### src/rtl/core/gdfs_pkg.sv
// Shared constants, types and controller/datapath interface of the DFS block.
`default_nettype none

package gdfs_pkg;

  localparam int MAX_VERTICES = 64;
  localparam int VIDX_W       = 6;
  localparam int CNT_W        = 7;
  localparam int LABEL_W      = 8;
  localparam int IN_USER_W    = 2;
  localparam int IN_DATA_W    = 24;
  localparam int OUT_DATA_W   = 16;

  typedef logic [VIDX_W-1:0]       vidx_t;
  typedef logic [LABEL_W-1:0]      label_t;
  typedef logic [CNT_W-1:0]        cnt_t;
  typedef logic [MAX_VERTICES-1:0] row_t;

  typedef enum logic [IN_USER_W-1:0] {
    MODE_CLEAR    = 2'd0,
    MODE_EDGE     = 2'd1,
    MODE_LABEL    = 2'd2,
    MODE_TRAVERSE = 2'd3
  } mode_e;

  // Commands from the controller, at most one walk step per cycle
  typedef struct packed {
    logic clear_adj;
    logic edge_start;
    logic edge_wr_a;
    logic edge_wr_b;
    logic label_wr;
    logic trav_start;
    logic root_take;
    logic emit;
    logic cand_take;
    logic pop;
    logic pop_load;
  } dp_cmd_t;

  // Status back to the controller
  typedef struct packed {
    mode_e mode;
    logic  edge_ok;
    logic  label_ok;
    logic  root_found;
    logic  cand_found;
    logic  depth_one;
    logic  out_free;
  } dp_sts_t;

endpackage

`default_nettype wire

### src/rtl/core/gdfs_ctrl.sv
// Sequencer for matrix updates and the depth-first walk.
`default_nettype none

module gdfs_ctrl (
  input  logic              clk_i,
  input  logic              rst_ni,
  input  logic              in_valid_i,
  output logic              in_ready_o,
  input  gdfs_pkg::dp_sts_t sts_i,
  output gdfs_pkg::dp_cmd_t cmd_o
);
  import gdfs_pkg::*;

  typedef enum logic [6:0] {
    S_IDLE   = 7'b0000001,
    S_EDGE_A = 7'b0000010,
    S_EDGE_B = 7'b0000100,
    S_ROOT   = 7'b0001000,
    S_EMIT   = 7'b0010000,
    S_SCAN   = 7'b0100000,
    S_POP    = 7'b1000000
  } state_e;

  state_e state_q, state_d;

  assign in_ready_o = (state_q == S_IDLE);

  always_comb begin
    cmd_o   = '0;
    state_d = state_q;
    unique case (state_q)
      S_IDLE: begin
        if (in_valid_i) begin
          unique case (sts_i.mode)
            MODE_CLEAR: cmd_o.clear_adj = 1'b1;
            MODE_EDGE: begin
              if (sts_i.edge_ok) begin
                cmd_o.edge_start = 1'b1;
                state_d          = S_EDGE_A;
              end
            end
            MODE_LABEL: cmd_o.label_wr = sts_i.label_ok;
            MODE_TRAVERSE: begin
              cmd_o.trav_start = 1'b1;
              state_d          = S_ROOT;
            end
          endcase
        end
      end
      S_EDGE_A: begin
        cmd_o.edge_wr_a = 1'b1;
        state_d         = S_EDGE_B;
      end
      S_EDGE_B: begin
        cmd_o.edge_wr_b = 1'b1;
        state_d         = S_IDLE;
      end
      S_ROOT: begin
        if (sts_i.root_found) begin
          cmd_o.root_take = 1'b1;
          state_d         = S_EMIT;
        end else begin
          state_d = S_IDLE;
        end
      end
      S_EMIT: begin
        // hold until the output register can take the beat
        if (sts_i.out_free) begin
          cmd_o.emit = 1'b1;
          state_d    = S_SCAN;
        end
      end
      S_SCAN: begin
        if (sts_i.cand_found) begin
          cmd_o.cand_take = 1'b1;
          state_d         = S_EMIT;
        end else begin
          cmd_o.pop = 1'b1;
          state_d   = sts_i.depth_one ? S_ROOT : S_POP;
        end
      end
      S_POP: begin
        cmd_o.pop_load = 1'b1;
        state_d        = S_SCAN;
      end
      default: state_d = S_IDLE;
    endcase
  end

  always_ff @(posedge clk_i or negedge rst_ni) begin
    if (!rst_ni) begin
      state_q <= S_IDLE;
    end else begin
      state_q <= state_d;
    end
  end

endmodule

`default_nettype wire

### config.mk
export PLATFORM = sky130hd
export DESIGN_NAME = gdfs_ctrl
export DESIGN_NICKNAME = d
export VERILOG_FILES = /design/src/rtl/core/gdfs_pkg.sv /design/src/rtl/core/gdfs_ctrl.sv
export SDC_FILE = /design/constraint.sdc
export NUM_CORES = 1
export LEC_CHECK = 0
export BUFFER_PORTS_ARGS = -buffer_cell sky130_fd_sc_hd__buf_2
export CORE_AREA = 8 8 45 47
export CTS_CLUSTER_SIZE = 12
export DETAILED_ROUTE_END_ITERATION = 7
export DIE_AREA = 0 0 53 55
export PLACE_DENSITY = 0.75
export RECOVER_POWER = 50
export SYNTH_ARGS = -nofsm -noshare
export SYNTH_HDL_FRONTEND = slang
export SYNTH_SLANG_ARGS = --single-unit
### constraint.sdc
create_clock -name clk_i -period 2.1 [get_ports clk_i]
set_input_delay 0.315 -clock clk_i [delete_from_list [all_inputs] [get_ports clk_i]]
set_output_delay 0.315 -clock clk_i [all_outputs]
set_load 0.02 [all_outputs]
======== Word level (Yosys, flattened, before mapping) ========
Index checks and enable logic that the tools add are counted.
W data, S select, Z words.
cells by class
  equality and inequality tests ........... 14
  reductions and logical operators ........ 2
  muxes and demuxes ....................... 27
operators with widths
  operator              count
  $pmux W7 S6           1
  $mux W7               5
  $mux W1               14
  $pmux W7 S2           1
  $mux W2               5
  $eq A7 B1 Y1 const B  1
  $eq A7 B2 Y1 const B  1
  $eq A7 B3 Y1 const B  1
  $eq A7 B4 Y1 const B  1
  $eq A7 B5 Y1 const B  1
  $eq A7 B6 Y1 const B  1
  $eq A7 B7 Y1 const B  1
  $mux W5               1
  $eq A2 B2 Y1 const B  2
  $ne A2 B2 Y1 const B  2
  $reduce_and A4 Y1     1
  $ne A3 B1 Y1 const B  1
  $ne A3 B3 Y1 const B  1
  $eq A2 B1 Y1 const B  1
  $logic_not A2 Y1      1
storage, ports and cells
  register bits ........................... 7
  bits of input ports ..................... 11
  output and inout port bits .............. 12

======== Longest topological paths before layout ========
  word-level depth ........................ 4
  gate-level depth with buffers ........... 5
  depth with buffers taken out ............ 4

======== Least setup slack after synthesis ========
OpenSTA, ideal clock, no wires.
  path type ............................... register to output
  from .................................... reg state_q[0]
  to ...................................... out cmd_o[6] in the netlist's numbering
  cell stages (with the launch flop) ...... 5
  slack ................................... -0.144 ns
  data arrival time ....................... 1.929 ns
  data required time ...................... 1.785 ns
  cells stage by stage .................... dfstp_2 or3b_2 nor2_2 nand2_1 nor3_1
RTL lines
  what                    line             RTL
  start, declared         gdfs_ctrl.sv:24  state_e state_q, state_d;
  start signal, assigned  gdfs_ctrl.sv:94  state_q <= state_d;
  end, declared           gdfs_ctrl.sv:10  output gdfs_pkg::dp_cmd_t cmd_o

==> parameters.txt <==
Parameter                              Value

Route
  Number of nets still failing antenna checks after routing ... 0
  Detailed-route DRC error count ... 0
  Number of design-rule violations left by the first detailed-router iteration ... 4
  Wire length reported by the detailed router ... 1.78 mm
  First-pass DRT Iterations ... 4
  Vias per inst ... 5.65
  Drt wl/cell ... 16.0 um
  Routed via count ... 627

Synth
  Mapped cell area ... 523 um^2
  Library cell with the highest instance count after synthesis ... sky130_fd_sc_hd__dfrtp_1
  Synthesized netlist cell count ... 59
  Count of yosys warnings during synthesis ... 0
  Mapped Nets ... 70
  Number of library cell types mapped by synthesis ... 32
  Average size of a mapped cell ... 8.86 um^2
  EDFF count, synth ... 0
  Synth area leader ... sky130_fd_sc_hd__dfrtp_1
  Synth top area share ... 28.7%
  List of most frequent post-synthesis cells ... 6 x sky130_fd_sc_hd__dfrtp_1, 5 x sky130_fd_sc_hd__nand2_1, 5 x sky130_fd_sc_hd__nor2_1
  Leading post-synthesis cells by cell area ... sky130_fd_sc_hd__dfrtp_1 29%, sky130_fd_sc_hd__dfstp_2 5.0%, sky130_fd_sc_hd__nor3_1 3.8%
  Sequential cell area fraction in the yosys report ... 33.7%
  Proportion of register bits with asynchronous set or reset after synthesis ... 100%
  Synthesized flop and latch total ... 7
  Main flop type after synthesis ... sky130_fd_sc_hd__dfrtp_1

Floorplanning
  DIE HEIGHT ... 55 um
  Overall die area ... 0.00292 mm^2
  Area of the core ... 0.00138 mm^2
  Die W ... 53 um
  Starting density of the core ... 37.8%
  Count of pins on the block boundary ... 23
  Placement Rows ... 14

Timing
  Final period demand of the worst path ... 2.09 ns
  Count of final hold-check violations ... 0
  Period Utilization, post-route ... 99.5%
  Slew at the pin closest to its max-slew limit ... 0.377 ns
  Setup repair after global routing missed its margin ... true
  Fin Clk Skew ... 0.00390 ns
  Pins Over Slew Limit ... 0
  Post-route worst hold slack ... 0.221 ns
  Timing-limited maximum frequency ... 479 MHz
  Final setup violating endpoints ... 0
  Headroom to the max-slew limit ... 74.9%

Clocking
  Clock latency on the worst-skew pair ... 0.26 ns
  CTS H-tree lvls ... 1
  Maximum number of buffers from clock root to sink ... 2
  Total clock sinks ... 7
  Root Buffer Master ... sky130_fd_sc_hd__clkbuf_4
  CTS tree ... yes
  Clock slew at reported path FFs ... 0.05 ns
  Clock buffer count from CTS ... 3

Global route
  Number of antenna violations at the first check in global routing ... 0
  Wire length of the first global-routing pass ... 2.62 mm
  GRT Residual Overflow ... 0
  Largest net degree at the start of global routing ... 8
  Overall routing resource usage ... 12.0%
  Number of global-route vias before repair ... 617

Min path
  Startpoint of the tightest hold check path ... sts_i[1]
  Kind of path behind the tightest hold check ... in -> reg

Outcome
  Run status ... finished, final reports clean

Cells and area
  Total inserted antenna cells ... 0
  NumNets Final ... 107
  Layout cells sized above 1 ... 53.7%
  Final non-filler cell area ... 825 um^2
  Layout Utilization ... 59.6%
  Flip-flop count of the largest register, all copies and words added ... 7
  Top register by number of flip-flops ... state_q
  Top flop regs ... state_q x7
  Final cell count without fillers ... 111
  Area grow syn2layout ... 57.7%

Pwr
  Total power consumption of the routed design ... 0.885 mW
  Pwr/cell area ... 1070 mW/mm^2
  IR drop worst, VDD ... 0.491 mV
  Static leakage ... 0.415 nW

Critical path
  Data required time of the critical path ... 1.78 ns
  Critical Path Fanout Max ... 5
  Arrival time of the worst setup path ... 1.77 ns
  Crit Path Category ... reg -> out
  Worst setup SP type ... flop
  Startpoint of the worst register-to-register path ... state_q[6]
  Beginning of the critical path ... state_q[6]
  Critical path endpoint category ... output pin

Placed design
  Area after detailed placement ... 657 um^2
  Inst Count DP ... 98
  Routability congestion estimate ... 0.792
  Sum of net half-perimeters after detailed placement ... 1.22 mm
  Port buffer count ... 22

Job
  Maximum Capacitance Violations ... 0
-- layer usage --
layer / vias up / global-route usage (%) / wire, um / part of all wire, %
li1: 293 / - / - / -
met3: 5 / 2.14 / 88 / 5.0
met5: - / 0 / 0 / 0
met2: 22 / 22.1 / 946 / 53
met1: 307 / 12.7 / 710 / 40
met4: 0 / 6.47 / 30 / 1.7
-- path summary, 6_finish.rpt --
kind	endpoint	cells past startpoint	slack [ns]
worst max-delay path	cmd_o[2]	4	0.01
worst max register to register	state_q[3]	5	0.27
worst min register to register	state_q[2]	1	0.64
max in group asynchronous	state_q[0]	2	1.30
worst min-delay path	state_q[6]	2	0.22
min in group asynchronous	state_q[2]	2	0.49
-- layout by cell type, fill, tap and decap left out, drive strengths merged, types with 2 or more instances in the layout --
master	n
and3	3
buf	31
clkbuf	5
dfrtp	6
nand2	5
nand4b	2
nor2	6
nor2b	3
nor3	5
nor3b	2
nor4	3
o21a	2
o21ai	4
or3	3
-- cells by family after synthesis --
| family | count (synthesis) | share of synthesized area [%] |
|---|---|---|
| flops | 7 | 33.7 |
| buf+inv | 2 | 2.87 |
| compound gates | 9 | 13.6 |
| simple gates | 39 | 46.4 |
| xor+xnor | 2 | 3.35 |
-- report_power, final --
part | total, mW | leakage (nW) | switching, mW | internal (mW)
combinational | 0.565 | 0.309 | 0.293 | 0.272
clock | 0.126 | 0.0150 | 0.0536 | 0.0728
sequential | 0.193 | 0.0913 | 0.0250 | 0.168
-- cell type report --
| type | instances | area (um^2) |
|---|---|---|
| fill | 131 | 559 |
| multi-input combinational | 50 | 388 |
| timing repair buffer | 33 | 209 |
| sequential | 7 | 178 |
| clock buffer | 4 | 26.3 |
| tap | 16 | 20.0 |
| inverter | 1 | 3.75 |
-- worst max-delay path, cell delays in order, from the launching register on --
cell,delay [ns]
sky130_fd_sc_hd__dfrtp_2,0.44
sky130_fd_sc_hd__or3_4,0.41
sky130_fd_sc_hd__nor3_4,0.30
sky130_fd_sc_hd__and3_4,0.24
sky130_fd_sc_hd__buf_4,0.13
-- timing repair --
action	in CTS	in global routing
pin swaps	3	7
gates resized for setup	4	15
cloned	0	0
hold buffers	1	0
endpoints found under the hold margin	6	0
setup endpoints to repair	7	7
buffers inserted	5	3
-- stage by stage --
stage	setup WS (ns)	TNS, ns
detailed placement	0.113	0
global route	-0.0364	-0.110
global placement	0.169	0
finish	0.0108	0
floorplan	-0.144	-0.394
CTS	0.00519	0
No activity file was read; power rests on OpenSTA's default activity.
